## config.mk

```make
export PLATFORM = sky130hd
export DESIGN_NAME = csv_field_tokenizer
export DESIGN_NICKNAME = d
export VERILOG_FILES = /design/src/hdl/cft_pkg.sv /design/src/hdl/cft_step.sv /design/src/hdl/csv_field_tokenizer.sv
export SDC_FILE = /design/constraint.sdc
export NUM_CORES = 1
export LEC_CHECK = 0
export ABC_CLOCK_PERIOD_IN_PS = 5840
export BUFFER_PORTS_ARGS = -buffer_cell sky130_fd_sc_hd__buf_4
export CORE_MARGIN = 2
export CORE_UTILIZATION = 33
export DETAILED_ROUTE_END_ITERATION = 8
export PLACE_DENSITY = 0.52
export SETUP_SLACK_MARGIN = 0.3
export SLEW_MARGIN = 10
export SYNTH_ARGS = -nofsm -noshare
export SYNTH_HDL_FRONTEND = slang
export SYNTH_SLANG_ARGS = --single-unit
```

## constraint.sdc

```tcl
create_clock -name i_clk -period 5.84 [get_ports i_clk]
set_clock_uncertainty 0.15 [all_clocks]
set_input_delay 1.168 -clock i_clk [delete_from_list [all_inputs] [get_ports i_clk]]
set_output_delay 1.168 -clock i_clk [all_outputs]
set_load 0.005 [all_outputs]
```

## src/hdl/cft_pkg.sv

```systemverilog
// cft_pkg: types, character codes and delimiter codes for the csv field tokenizer
// no dependencies; imported by cft_step and csv_field_tokenizer
`default_nettype none

package cft_pkg;

    localparam logic [7:0] CH_QUOTE  = 8'h22;
    localparam logic [7:0] CH_COMMA  = 8'h2C;
    localparam logic [7:0] CH_SEMI   = 8'h3B;
    localparam logic [7:0] CH_BSLASH = 8'h5C;
    localparam logic [7:0] CH_LF     = 8'h0A;
    localparam logic [7:0] CH_CR     = 8'h0D;

    localparam logic [1:0] DELIM_DETECT = 2'd0;
    localparam logic [1:0] DELIM_COMMA  = 2'd1;
    localparam logic [1:0] DELIM_SEMI   = 2'd2;
    localparam logic [1:0] DELIM_UNUSED = 2'd3;

    typedef enum logic [1:0] {
        EV_CHAR       = 2'd0,
        EV_FIELD      = 2'd1,
        EV_FIELD_LINE = 2'd2,
        EV_LINE       = 2'd3
    } t_event_kind;

    typedef struct packed {
        logic [7:0] in_byte;
        logic       end_of_input;
    } t_in_beat;

    typedef struct packed {
        t_event_kind event_kind;
        logic [7:0]  field_byte;
        logic [1:0]  delimiter_seen;
    } t_out_beat;

    typedef struct packed {
        logic       in_quotes;
        logic       quote_closed;
        logic [7:0] previous_byte;
        logic       field_is_empty;
        logic       escape_pending;
        logic [1:0] locked_delimiter;
    } t_tok_state;

    // register code 3 behaves as detect
    function automatic logic [1:0] start_code(input logic [1:0] cfg);
        start_code = (cfg == DELIM_UNUSED) ? DELIM_DETECT : cfg;
    endfunction

endpackage

`default_nettype wire

```

## src/hdl/cft_step.sv

```systemverilog
// cft_step: next-state and event logic for one byte of the csv tokenizer
// depends on cft_pkg
`default_nettype none

module cft_step
    import cft_pkg::*;
(
    input  wire t_tok_state i_state,
    input  wire t_in_beat   i_beat,
    input  wire logic [1:0] i_start_delim,
    output t_tok_state      o_state,
    output logic            o_emit,
    output t_out_beat       o_event
);

    logic [7:0] c;
    logic       open_q;
    logic [1:0] dcode;
    t_tok_state cleared;

    assign c      = i_beat.in_byte;
    assign open_q = i_state.in_quotes && !i_state.quote_closed;
    assign dcode  = (c == CH_COMMA) ? DELIM_COMMA : DELIM_SEMI;

    always_comb begin
        cleared                = i_state;
        cleared.in_quotes      = 1'b0;
        cleared.quote_closed   = 1'b0;
        cleared.previous_byte  = 8'd0;
        cleared.field_is_empty = 1'b1;
        cleared.escape_pending = 1'b0;
    end

    always_comb begin
        o_state                = i_state;
        o_emit                 = 1'b0;
        o_event.event_kind     = EV_CHAR;
        o_event.field_byte     = 8'd0;
        o_event.delimiter_seen = i_state.locked_delimiter;

        if (i_beat.end_of_input || (!i_state.escape_pending && c == CH_LF && !open_q)) begin
            // line end
            o_emit                   = 1'b1;
            o_event.event_kind       = i_state.field_is_empty ? EV_LINE : EV_FIELD_LINE;
            o_state                  = cleared;
            o_state.locked_delimiter = start_code(i_start_delim);
        end else if (i_state.escape_pending) begin
            o_state.escape_pending = 1'b0;
            o_state.previous_byte  = c;
            // backslash-newline is dropped
            if (c != CH_LF) begin
                o_emit                 = 1'b1;
                o_event.field_byte     = c;
                o_state.field_is_empty = 1'b0;
            end
        end else if (c == CH_LF) begin
            o_state.previous_byte  = c;
            o_emit                 = 1'b1;
            o_event.field_byte     = c;
            o_state.field_is_empty = 1'b0;
        end else if (c == CH_QUOTE) begin
            if (i_state.previous_byte == CH_QUOTE) begin
                // doubled quote gives one quote
                o_state.quote_closed   = 1'b0;
                o_state.previous_byte  = 8'd0;
                o_emit                 = 1'b1;
                o_event.field_byte     = c;
                o_state.field_is_empty = 1'b0;
            end else if (i_state.in_quotes) begin
                o_state.quote_closed  = 1'b1;
                o_state.previous_byte = c;
            end else if (i_state.field_is_empty) begin
                o_state.in_quotes     = 1'b1;
                o_state.previous_byte = 8'd0;
            end else begin
                o_state.previous_byte  = c;
                o_emit                 = 1'b1;
                o_event.field_byte     = c;
                o_state.field_is_empty = 1'b0;
            end
        end else if (c == CH_COMMA || c == CH_SEMI) begin
            if (open_q || (i_state.locked_delimiter != DELIM_DETECT &&
                           i_state.locked_delimiter != dcode)) begin
                // inside an open quote, or when the other delimiter is locked, it is plain data
                o_state.previous_byte  = c;
                o_emit                 = 1'b1;
                o_event.field_byte     = c;
                o_state.field_is_empty = 1'b0;
            end else begin
                o_state                  = cleared;
                o_state.locked_delimiter = dcode;
                o_emit                   = 1'b1;
                o_event.event_kind       = EV_FIELD;
                o_event.delimiter_seen   = dcode;
            end
        end else if (c == CH_BSLASH) begin
            o_state.escape_pending = 1'b1;
        end else begin
            o_state.previous_byte = c;
            // carriage returns and bytes after a closing quote are dropped
            if (!i_state.quote_closed && c != CH_CR) begin
                o_emit                 = 1'b1;
                o_event.field_byte     = c;
                o_state.field_is_empty = 1'b0;
            end
        end
    end

endmodule

`default_nettype wire

```

## src/hdl/csv_field_tokenizer.sv

```systemverilog
// csv_field_tokenizer: top level with input register, tokenizer state and result register
// depends on cft_pkg and cft_step
//
// Usage: the input channel carries one beat per raw byte (or an end-of-input
// mark) on i_in_valid / o_in_stall / i_in_data; a beat is taken at a clock edge
// with valid high and stall low. The output channel gives at most one event per
// input beat on o_out_valid / i_out_stall / o_out_data, in input order.
// Order: a taken beat is held first in the input register; its event then enters
// the result register, which drives o_out_valid, once that register is free.
// Throughput: one byte per cycle while the output is not stalled; the per-byte
// state update is one short compare-and-select step between the two registers,
// so a byte can be taken at every edge unless o_in_stall is high.
// Bytes that give no event (such as opening and closing quotes, backslash, carriage return) still take one
// slot in the input register and then vanish.
// When the receiver stalls, the result register holds its event; the input
// register, if it holds a byte, keeps it and o_in_stall goes high until the event is taken.
// i_cfg_we / i_cfg_data write the start delimiter; it takes effect at the next
// line start. Reset (i_rst_n low, synchronous) empties both registers and
// returns the tokenizer to the start of a line with detect mode.
`default_nettype none

module csv_field_tokenizer
    import cft_pkg::*;
(
    input  wire logic       i_clk,
    input  wire logic       i_rst_n,
    input  wire logic       i_in_valid,
    output logic            o_in_stall,
    input  wire t_in_beat   i_in_data,
    output logic            o_out_valid,
    input  wire logic       i_out_stall,
    output t_out_beat       o_out_data,
    input  wire logic       i_cfg_we,
    input  wire logic [1:0] i_cfg_data
);

    logic       r_in_valid;
    t_in_beat   r_in_data;
    logic       r_out_valid;
    t_out_beat  r_out_data;
    t_tok_state r_state;
    logic [1:0] r_start_delim;

    t_tok_state n_state;
    logic       step_emit;
    t_out_beat  step_event;
    logic       out_free;
    logic       advance;

    cft_step u_step (
        .i_state       (r_state),
        .i_beat        (r_in_data),
        .i_start_delim (r_start_delim),
        .o_state       (n_state),
        .o_emit        (step_emit),
        .o_event       (step_event)
    );

    assign out_free    = !r_out_valid || !i_out_stall;
    assign advance     = r_in_valid && out_free;
    assign o_in_stall  = r_in_valid && !out_free;
    assign o_out_valid = r_out_valid;
    assign o_out_data  = r_out_data;

    always_ff @(posedge i_clk) begin
        if (!i_rst_n) begin
            r_start_delim <= DELIM_DETECT;
        end else if (i_cfg_we) begin
            r_start_delim <= i_cfg_data;
        end
    end

    // input register
    always_ff @(posedge i_clk) begin
        if (!i_rst_n) begin
            r_in_valid <= 1'b0;
        end else if (!o_in_stall) begin
            r_in_valid <= i_in_valid;
        end
        if (!o_in_stall) begin
            r_in_data <= i_in_data;
        end
    end

    // tokenizer state moves on as each beat leaves the input register
    always_ff @(posedge i_clk) begin
        if (!i_rst_n) begin
            r_state.in_quotes        <= 1'b0;
            r_state.quote_closed     <= 1'b0;
            r_state.previous_byte    <= 8'd0;
            r_state.field_is_empty   <= 1'b1;
            r_state.escape_pending   <= 1'b0;
            r_state.locked_delimiter <= DELIM_DETECT;
        end else if (advance) begin
            r_state <= n_state;
        end
    end

    // result register
    always_ff @(posedge i_clk) begin
        if (!i_rst_n) begin
            r_out_valid <= 1'b0;
        end else if (out_free) begin
            r_out_valid <= advance && step_emit;
        end
        if (advance && step_emit) begin
            r_out_data <= step_event;
        end
    end

endmodule

`default_nettype wire

```

==> parameters.txt, run 1 <==
Parameter                              Value

Outcome
  Outcome    finished clean

Finish
  Synthesis-to-layout area growth    17.84%
  FILL cells    622
  Diodes inserted    0
  Finished Layout Cells    308
  Share of layout cells above drive strength 1    21.03%
  Final-stage net count    248

Timing
  Max transition margin    33.04%
  Unrepaired setup endpoints after global routing    false
  Setup violators final    0
  Hold violation count in the final report    0
  Crit path time final    3305 ps
  Setup TNS    0 ps
  Max-slew violation total from the final report    0
  Period utilisation layout    56.59%
  Highest clock rate    302.6 MHz
  Slew of the pin with the lowest slew margin    1003 ps

Die
  Standard-cell row count    28
  Die area    6809 um2
  Core area    5956 um2
  Width of the die    82.52 um
  IO Pins    30
  Starting density of the core    34.16%
  Die height    82.52 um

Pwr
  Max rail drop VDD    110.2 uV
  Leakage Power    0.0008968 uW
  Cell Pwr Density    237.1 nW/um2

Yosys
  Count of flip-flops with a built-in enable after synthesis    21
  Syn Nets    222
  Syn. warnings    0
  Unique cell type count in the Yosys netlist    54
  Mean cell area of the mapped netlist    9.876 um2
  Yosys reg bits    39
  Sequential fraction of the synthesis area    48.71%
  Cell count after synthesis    206
  Post-Syn Area    2034 um2
  Dominant synthesized flop cell    sky130_fd_sc_hd__edfxtp_1
  Async set-or-reset flop fraction in the synthesized netlist    0%

Clocking
  Post CTS Setup Buffer Count    0
  Number of buffers on the longest clock path    2
  Clk pin slew, worst setup/hold paths    80 ps
  # clock sinks    39
  CTS-repair resized insts    0
  Clock insertion delay at the later pin of the skew report    300 ps
  CTS H-Tree Depth    2
  Clock buffer count from CTS    5
  Root buf cell    sky130_fd_sc_hd__clkbuf_8
  Count of hold-fix buffers inserted at cts    0
  CTS tree    yes

Place
  Placer Congestion    0.8974
  Post-placement cell count    300
  Count of buffers inserted at the top-level ports    29
  Detailed-placement wirelength estimate    3859 um

GRT
  Total global-route track usage    17.35%
  Initial antenna violation count    0
  Wire length of the first global-routing pass    8583 um
  Overflow left after global routing    0
  Via count of the first global-routing pass    1574
  Pin count of the biggest net entering global routing    15

Drt
  Count of vias placed by the detailed router    1762
  Vias/cell    5.721
  Number of routed nets with antenna violations    0
  First-pass DRT Iterations    4
  Drc violations    0
  Wire length reported by the detailed router    5292 um
  Starting DRC count in detailed routing    225
  Per-cell routed wire length    17.18 um

Setup path
  Slowest cell delay on critical path    900 ps
  Critical path launch point    r_in_data[7]$_DFFE_PN_
  Type of origin of the critical path    flip-flop
  Category of the most critical setup path    flip-flop to flip-flop
  Crit end category    flip-flop
  Reg-to-Reg Start    r_in_data[7]$_DFFE_PN_
  Cells along the critical path    nor4bb_1, o21ai_0, o21ai_0, o21ai_0, a211oi_2
  Highest net fanout along the worst path    12
  Required time worst endpoint    5610 ps
  Slowest cell on the critical path    sky130_fd_sc_hd__a211oi_2
  Most used cell, CP    sky130_fd_sc_hd__o21ai_0
  Worst Path Arrival    3080 ps

Job
  Max-Cap Viols    0

Hold path
  Worst Min Path Start    r_state[7]$_SDFFE_PN0P_
  Class of the most critical hold timing path    flip-flop to flip-flop
-- metrics by stage --
stage	hold WS, ps	worst slack, ps	instance area (um2)	total power [uW]	util [%]
floorplan	281.8	2718	2034	360.7	-
finish	309.4	2535	2397	568.4	40.25
global route	315.5	2230	2397	594.0	40.25
CTS	306.9	2468	2397	572.6	40.25
detailed placement	296.8	2515	2311	389.7	38.80
global placement	291.7	2613	2311	390.2	38.80
-- path summary, 6_finish.rpt --
kind	to	slack, ps	cells past startpoint
worst max-delay path	o_out_data[5]$_SDFFCE_PN0P_	2540	5
worst min-delay path	r_state[7]$_SDFFE_PN0P_	310	2
worst max register to register	o_out_data[5]$_SDFFCE_PN0P_	2540	5
worst min register to register	r_state[7]$_SDFFE_PN0P_	310	2
-- worst max-delay path: cells and delay by family, from the launching register on --
| family | cells | cell delay [ps] |
|---|---|---|
| flip-flops | 1 | 510 |
| AO/OA/AOI/OAI | 4 | 1710 |
| AND/OR/NAND/NOR | 1 | 540 |
-- where the power goes --
part	total, uW	leakage [uW]	internal, uW	switching, uW
Sequential	317	0.000358	303	13.5
Clock	185	0.0000452	84.3	101
Combinational	66.8	0.000493	29.7	37.1
-- per-layer routing --
| layer | track usage (%) | part of all wire [%] | up-vias | wire (um) |
|---|---|---|---|---|
| met1 | 24.97 | 45 | 828 | 2369 |
| met3 | 3.478 | 6.3 | 15 | 332 |
| met5 | 0 | 0 | - | 0 |
| met4 | 8.525 | 3.2 | 0 | 170 |
| li1 | - | - | 846 | - |
| met2 | 24.68 | 46 | 73 | 2420 |
-- state kept, by name (all words and copies together), names as in the netlist --
register / flops
r_in_data: 9
o_out_valid: 1
r_start_delim: 2
r_state: 14
r_in_valid: 1
o_out_data: 12
-- synth_stat cells, types with 2 or more instances --
cell type	instances	area, um2
sky130_fd_sc_hd__nor3b_1	4	30.03
sky130_fd_sc_hd__nand3b_1	2	15.01
sky130_fd_sc_hd__nor2_1	13	48.80
sky130_fd_sc_hd__a31oi_1	3	18.77
sky130_fd_sc_hd__nand4_1	6	37.54
sky130_fd_sc_hd__o21ai_0	5	25.02
sky130_fd_sc_hd__a211oi_1	3	22.52
sky130_fd_sc_hd__or4_1	2	15.01
sky130_fd_sc_hd__or2_2	2	12.51
sky130_fd_sc_hd__buf_2	2	10.01
sky130_fd_sc_hd__nand3_1	12	60.06
sky130_fd_sc_hd__dfxtp_1	18	360.4
sky130_fd_sc_hd__and2_1	3	18.77
sky130_fd_sc_hd__nand2_1	26	97.59
sky130_fd_sc_hd__nor3_1	6	30.03
sky130_fd_sc_hd__nor4b_1	3	26.28
sky130_fd_sc_hd__mux2i_1	2	20.02
sky130_fd_sc_hd__a21oi_1	14	70.07
sky130_fd_sc_hd__a21o_1	2	15.01
sky130_fd_sc_hd__edfxtp_1	21	630.6
sky130_fd_sc_hd__o31ai_1	2	15.01
sky130_fd_sc_hd__nand4b_1	2	17.52
sky130_fd_sc_hd__nand2b_1	4	25.02
sky130_fd_sc_hd__inv_1	6	22.52
sky130_fd_sc_hd__o221a_2	2	22.52
sky130_fd_sc_hd__clkbuf_1	8	30.03
sky130_fd_sc_hd__o211ai_1	2	15.01
sky130_fd_sc_hd__o211a_1	3	30.03
sky130_fd_sc_hd__nor2b_1	3	18.77
-- logic make-up (layout without fill, tap and decap cells) --
| group | Yosys count | count (layout) | share of synthesized area, % |
|---|---|---|---|
| AND/OR/NAND/NOR | 94 | 94 | 25.46 |
| AO/OA/AOI/OAI | 54 | 54 | 21.34 |
| flip-flops | 39 | 39 | 48.71 |
| buffers and inverters | 17 | 44 | 3.506 |
| multiplexers | 2 | 2 | 0.9840 |
-- cell usage in the layout (no fill, tap or decap), types with 2 or more instances in the layout --
master | synthesis | final
sky130_fd_sc_hd__and2_1 | 3 | 3
sky130_fd_sc_hd__mux2i_1 | 2 | 2
sky130_fd_sc_hd__o221a_2 | 2 | 2
sky130_fd_sc_hd__a21oi_1 | 14 | 14
sky130_fd_sc_hd__edfxtp_1 | 21 | 21
sky130_fd_sc_hd__nand4_1 | 6 | 6
sky130_fd_sc_hd__clkinv_4 | 1 | 2
sky130_fd_sc_hd__nand2_1 | 26 | 26
sky130_fd_sc_hd__inv_1 | 6 | 6
sky130_fd_sc_hd__nand3b_1 | 2 | 2
sky130_fd_sc_hd__a31oi_1 | 3 | 3
sky130_fd_sc_hd__o211a_1 | 3 | 3
sky130_fd_sc_hd__nor2b_1 | 3 | 3
sky130_fd_sc_hd__nor3b_1 | 4 | 4
sky130_fd_sc_hd__o31ai_1 | 2 | 2
sky130_fd_sc_hd__nor3_1 | 6 | 6
sky130_fd_sc_hd__nand4b_1 | 2 | 2
sky130_fd_sc_hd__or4_1 | 2 | 2
sky130_fd_sc_hd__nand2b_1 | 4 | 4
sky130_fd_sc_hd__nor2_1 | 13 | 13
sky130_fd_sc_hd__clkbuf_8 | 0 | 5
sky130_fd_sc_hd__dfxtp_1 | 18 | 18
sky130_fd_sc_hd__nor4b_1 | 3 | 3
sky130_fd_sc_hd__o21ai_0 | 5 | 5
sky130_fd_sc_hd__a21o_1 | 2 | 2
sky130_fd_sc_hd__buf_4 | 0 | 29
sky130_fd_sc_hd__or2_2 | 2 | 2
sky130_fd_sc_hd__a211oi_1 | 3 | 2
sky130_fd_sc_hd__o211ai_1 | 2 | 2
sky130_fd_sc_hd__nand3_1 | 12 | 12
-- cell type report --
type	count	area [um2]	share of cell area, %
well taps	75	93.84	3.914
repair buffers	29	217.7	9.081
inverters	7	31.28	1.305
clock buffers	6	72.57	3.027
flip-flops and latches	39	991.0	41.34
clock inverters	2	13.76	0.5741
multi-input cells	150	977.2	40.76
Power figures use the tool's default switching activity.
==> run 2, diff against run 1 <==
Settings changed: ABC_CLOCK_PERIOD_IN_PS 5840 to 3200.
Clock period 5.84 ns to 3.2 ns, I/O delays scaled along.
==> parameters.txt, run 2 (synthesized netlist as in run 1, its figures left out) <==
Parameter                              Value

Finish
  Share of layout cells above drive strength 1    24.70%
  Leading cell types in the layout, fill and taps excluded    sky130_fd_sc_hd__buf_4, sky130_fd_sc_hd__nand2_1, sky130_fd_sc_hd__edfxtp_1, sky130_fd_sc_hd__dfxtp_1, sky130_fd_sc_hd__a21oi_1
  Synthesis-to-layout area growth    23.06%
  Register bank with the most flops    r_state
  Final-stage net count    262
  FILL cells    611
  Most common library cell in the layout ignoring fill and taps    sky130_fd_sc_hd__buf_4
  Diodes inserted    0
  Number of flip-flops under the largest register name    14

Clocking
  Number of buffers on the longest clock path    2
  Root buf cell    sky130_fd_sc_hd__clkbuf_8
  # clock sinks    39
  Clock insertion delay at the later pin of the skew report    290 ps
  Post CTS Setup Buffer Count    0
  Clock buffer count from CTS    5
  Count of hold-fix buffers inserted at cts    0
  CTS tree    yes
  CTS H-Tree Depth    2
  Clk pin slew, worst setup/hold paths    80 ps

Setup path
  Reg-to-Reg Start    r_in_data[2]$_DFFE_PN_
  Family with the most delay on the worst path    simple AND/OR/NAND/NOR gates
  R2r endpoint    r_state[3]$_SDFFE_PN1P_
  Critical path launch point    r_in_data[2]$_DFFE_PN_
  Category of the most critical setup path    flip-flop to flip-flop
  Required time worst endpoint    3220 ps
  Type of origin of the critical path    flip-flop
  Depth of the worst register-to-register path    8
  Sum of buffers and inverters on the critical path    3
  Cells along the critical path    buf_4, nor4b_4, buf_4, a41oi_4, clkinv_4, a31oi_4, nor2_1, or4_1
  Slowest cell on the critical path    sky130_fd_sc_hd__or4_1
  Slowest cell delay on critical path    530 ps
  Most used cell, CP    sky130_fd_sc_hd__buf_4
  Worst Path Arrival    2700 ps
  Reg2Reg Setup Slack    530 ps
  Crit end category    flip-flop
  Highest net fanout along the worst path    10

Job
  Max-Cap Viols    0

GRT
  Overflow left after global routing    0
  Via count of the first global-routing pass    1701
  Initial antenna violation count    0
  Pin count of the biggest net entering global routing    14
  Wire length of the first global-routing pass    8542 um
  Total global-route track usage    16.83%

Drt
  Wire length reported by the detailed router    5286 um
  Per-cell routed wire length    16.42 um
  Starting DRC count in detailed routing    223
  Number of routed nets with antenna violations    0
  Vias/cell    5.634
  First-pass DRT Iterations    4
  Count of vias placed by the detailed router    1814
  Drc violations    0

Timing
  Period utilisation layout    83.58%
  Max transition margin    54.90%
  Hold violation count in the final report    0
  Setup violators final    0
  Highest clock rate    373.9 MHz
  Max-slew violation total from the final report    0
  Slew of the pin with the lowest slew margin    674.4 ps
  Final WS setup    525.3 ps
  Setup TNS    0 ps
  Unrepaired setup endpoints after global routing    false
  Crit path time final    2675 ps

Die
  Die area    6809 um2
  Standard-cell row count    28
  Die height    82.52 um
  Width of the die    82.52 um
  Core area    5956 um2
  Starting density of the core    34.16%
  IO Pins    30

Hold path
  Capture endpoint of the worst hold path    r_state[7]$_SDFFE_PN0P_
  Worst Min Path Start    r_state[7]$_SDFFE_PN0P_
  Class of the most critical hold timing path    flip-flop to flip-flop
  Worst hold path stage count    2

Pwr
  Cell Pwr Density    409.0 nW/um2
  Leakage Power    0.0009626 uW
  Max rail drop VDD    221.0 uV

Place
  Placer Congestion    0.9187
  Detailed-placement wirelength estimate    3994 um
  Count of buffers inserted at the top-level ports    29
  Placement-stage worst setup slack    303.6 ps

Outcome
  Outcome    finished clean
-- run 2: cell count changes in the layout (fill, tap and decap cells not counted), sizes merged --
cell | before | now
buf | 29 | 43
-- run 2: timing repair --
action,4_1_cts,5_1_grt
cloned,0,0
endpoints found under the setup margin,11,12
pin swaps,0,0
resized for setup,1,1
-- run 2: stage by stage --
stage                     hold WS, ps  instance area (um2)  util [%]  instances  total power [uW]
after floorplan                 281.8                 2039         -        206             658.7
after global placement          291.0                 2416     40.57        314             722.1
after detailed placement        296.0                 2416     40.57        314             720.2
after CTS                       307.5                 2504     42.04        322              1036
after global routing            334.5                 2504     42.04        322              1073
final                           305.4                 2504     42.04        322              1024
-- run 2: how the worst max path moves through the flow --
stage                                              to  slack (ps)  cells past startpoint
after detailed placement  o_out_data[8]$_SDFFCE_PN0P_         300                      5
after CTS                     o_out_data[1]$_DFFE_PP_         380                      6
after global routing      o_out_data[4]$_SDFFCE_PN0P_         370                      6
after floorplan               o_out_data[0]$_DFFE_PP_         470                      5
final                         r_state[3]$_SDFFE_PN1P_         530                      8
after global placement       o_out_data[10]$_DFFE_PP_         510                      5
-- run 2: per-layer routing --
| layer | vias to the layer above | share of wire, % | global-route usage [%] |
|---|---|---|---|
| met4 | 0 | 4.1 | 9.016 |
| met5 | - | 0 | 0 |
| met1 | 838 | 46 | 22.84 |
| met3 | 17 | 5.8 | 2.935 |
| li1 | 876 | - | - |
| met2 | 83 | 44 | 25.48 |
-- run 2: layout make-up --
class | count | area (um2) | area share [%]
repair buffers | 43 | 322.8 | 12.89
well taps | 75 | 93.84 | 3.748
clock buffers | 6 | 72.57 | 2.899
flip-flops and latches | 39 | 991.0 | 39.58
inverters | 7 | 31.28 | 1.249
clock inverters | 2 | 7.507 | 0.2999
multi-input cells | 150 | 984.7 | 39.33
-- run 2: worst min-delay path: stages (launching register included) --
cell                      delay [ps]
sky130_fd_sc_hd__dfxtp_1         310
sky130_fd_sc_hd__nand2_1          50
sky130_fd_sc_hd__a21oi_1          50
-- run 2: power by group --
group          total, uW  switching, uW  internal (uW)  leakage [uW]
sequential           572           19.4            553      0.000358
clock                313            165            149     0.0000403
combinational        138           75.7           62.7      0.000564
==> run 3, diff against run 2 <==
Settings changed: ABC_CLOCK_PERIOD_IN_PS 3200 to 2800.
Clock period 3.2 ns to 2.8 ns, I/O delays scaled along.
==> parameters.txt, run 3 (synthesized netlist as in run 1, its figures left out) <==
Parameter                              Value

Drt
  Drc violations    0
  First-pass DRT Iterations    4
  Number of routed nets with antenna violations    0
  Count of vias placed by the detailed router    1828
  Starting DRC count in detailed routing    226
  Vias/cell    5.556
  Per-cell routed wire length    16.96 um
  Wire length reported by the detailed router    5581 um

Setup path
  Required time worst endpoint    2830 ps
  Category of the most critical setup path    flip-flop to flip-flop
  Crit end category    flip-flop
  Highest net fanout along the worst path    8
  Type of origin of the critical path    flip-flop
  Worst Path Arrival    2470 ps
  Reg2Reg Setup Slack    360 ps

Die
  Standard-cell row count    28
  Width of the die    82.52 um
  Core area    5956 um2
  Die height    82.52 um
  Die area    6809 um2
  Starting density of the core    34.16%
  IO Pins    30

Clocking
  Clock insertion delay at the later pin of the skew report    290 ps
  CTS tree    yes
  Number of buffers on the longest clock path    2
  Root buf cell    sky130_fd_sc_hd__clkbuf_8
  CTS H-Tree Depth    2
  Clock buffer count from CTS    5
  Count of hold-fix buffers inserted at cts    0
  Clk pin slew, worst setup/hold paths    80 ps
  # clock sinks    39

Finish
  FILL cells    585
  Final-stage net count    269
  Leading cell types in the layout, fill and taps excluded    sky130_fd_sc_hd__buf_4, sky130_fd_sc_hd__nand2_1, sky130_fd_sc_hd__edfxtp_1, sky130_fd_sc_hd__dfxtp_1, sky130_fd_sc_hd__a21oi_1
  Diodes inserted    0
  Share of layout cells above drive strength 1    29.53%
  FF+latch area    991.0 um2
  Synthesis-to-layout area growth    28.04%
  Number of flip-flops under the largest register name    14
  Most common library cell in the layout ignoring fill and taps    sky130_fd_sc_hd__buf_4
  Final standard cell area without fillers    2605 um2
  Register bank with the most flops    r_state
  Multi-input gate area in the final layout    1016 um2

GRT
  Total global-route track usage    18.23%
  Via count of the first global-routing pass    1804
  Pin count of the biggest net entering global routing    14
  Overflow left after global routing    0
  Initial antenna violation count    0
  Wire length of the first global-routing pass    9073 um

Timing
  Slew of the pin with the lowest slew margin    579.5 ps
  Hold violation count in the final report    0
  Max-slew violation total from the final report    0
  Unrepaired setup endpoints after global routing    true
  Crit path time final    2438 ps
  Highest clock rate    410.1 MHz
  Setup violators final    0
  Period utilisation layout    87.08%
  Setup TNS    0 ps
  Max transition margin    61.07%

Place
  Detailed-placement wirelength estimate    4138 um
  Total cell area at the placement stage    2421 um2
  Count of buffers inserted at the top-level ports    29
  Placer Congestion    0.8374

Pwr
  Leakage Power    0.001005 uW
  Cell Pwr Density    460.3 nW/um2
  Max rail drop VDD    254.7 uV
  Total chip power    1199 uW

Outcome
  Outcome    finished clean

Hold path
  Class of the most critical hold timing path    primary input to flip-flop

Job
  Max-Cap Viols    0
[run 3: cell types whose count changed in the layout (fill, tap and decap cells not counted), sizes merged]
| cell | delta |
|---|---|
| clkinv | -1 |
| clkinvlp | +1 |
| buf | +7 |
[run 3: power by group]
part	internal, uW	total [uW]	switching (uW)
sequential	632	656	23.9
combinational	82.2	173	91.0
clock	174	370	196
[run 3: what timing repair did]
item                       CTS  global route
setup buffers                1             8
setup endpoints to repair   14            29
gates resized for setup      1             5
pin swaps                    1             0
[run 3: per-layer routing]
metal / share of wire, % / up-vias / track usage, %
li1: - / 882 / -
met1: 42 / 840 / 24.15
met2: 47 / 90 / 28.95
met3: 8.4 / 16 / 3.152
met4: 3.0 / 0 / 8.525
met5: 0 / - / 0
[run 3: final timing paths]
path	to	startpoint	cells past startpoint
worst max-delay path	r_state[0]$_SDFFE_PN0P_	r_in_data[1]$_DFFE_PN_	7
worst min-delay path	r_in_data[0]$_DFFE_PN_	i_in_data[0]	1
worst max register to register	r_state[0]$_SDFFE_PN0P_	r_in_data[1]$_DFFE_PN_	7
worst min register to register	r_state[7]$_SDFFE_PN0P_	r_state[7]$_SDFFE_PN0P_	2
[run 3: layout make-up]
class | count | share of cell area, %
Tap cell | 75 | 3.602
Multi-Input combinational cell | 150 | 39.00
Sequential cell | 39 | 38.04
Clock buffer | 6 | 2.786
Clock inverter | 2 | 0.4803
Inverter | 7 | 1.201
Timing Repair Buffer | 50 | 14.89
[run 3: worst max-delay path: stages, from the launching register on]
cell	delay [ps]
sky130_fd_sc_hd__edfxtp_1	430
sky130_fd_sc_hd__buf_4	180
sky130_fd_sc_hd__nor3_1	500
sky130_fd_sc_hd__a41oi_4	200
sky130_fd_sc_hd__clkinv_4	140
sky130_fd_sc_hd__a31oi_4	60
sky130_fd_sc_hd__or4_1	520
sky130_fd_sc_hd__o211a_1	140
[run 3: through the flow]
step	hold slack, ps	setup WS, ps	util [%]	instances
after floorplan	281.8	308.3	-	206
after global routing	276.2	278.6	43.74	329
after detailed placement	297.5	245.9	40.65	312
after CTS	275.8	267.5	42.27	321
final	286.1	361.8	43.74	329
after global placement	292.4	145.3	40.65	312
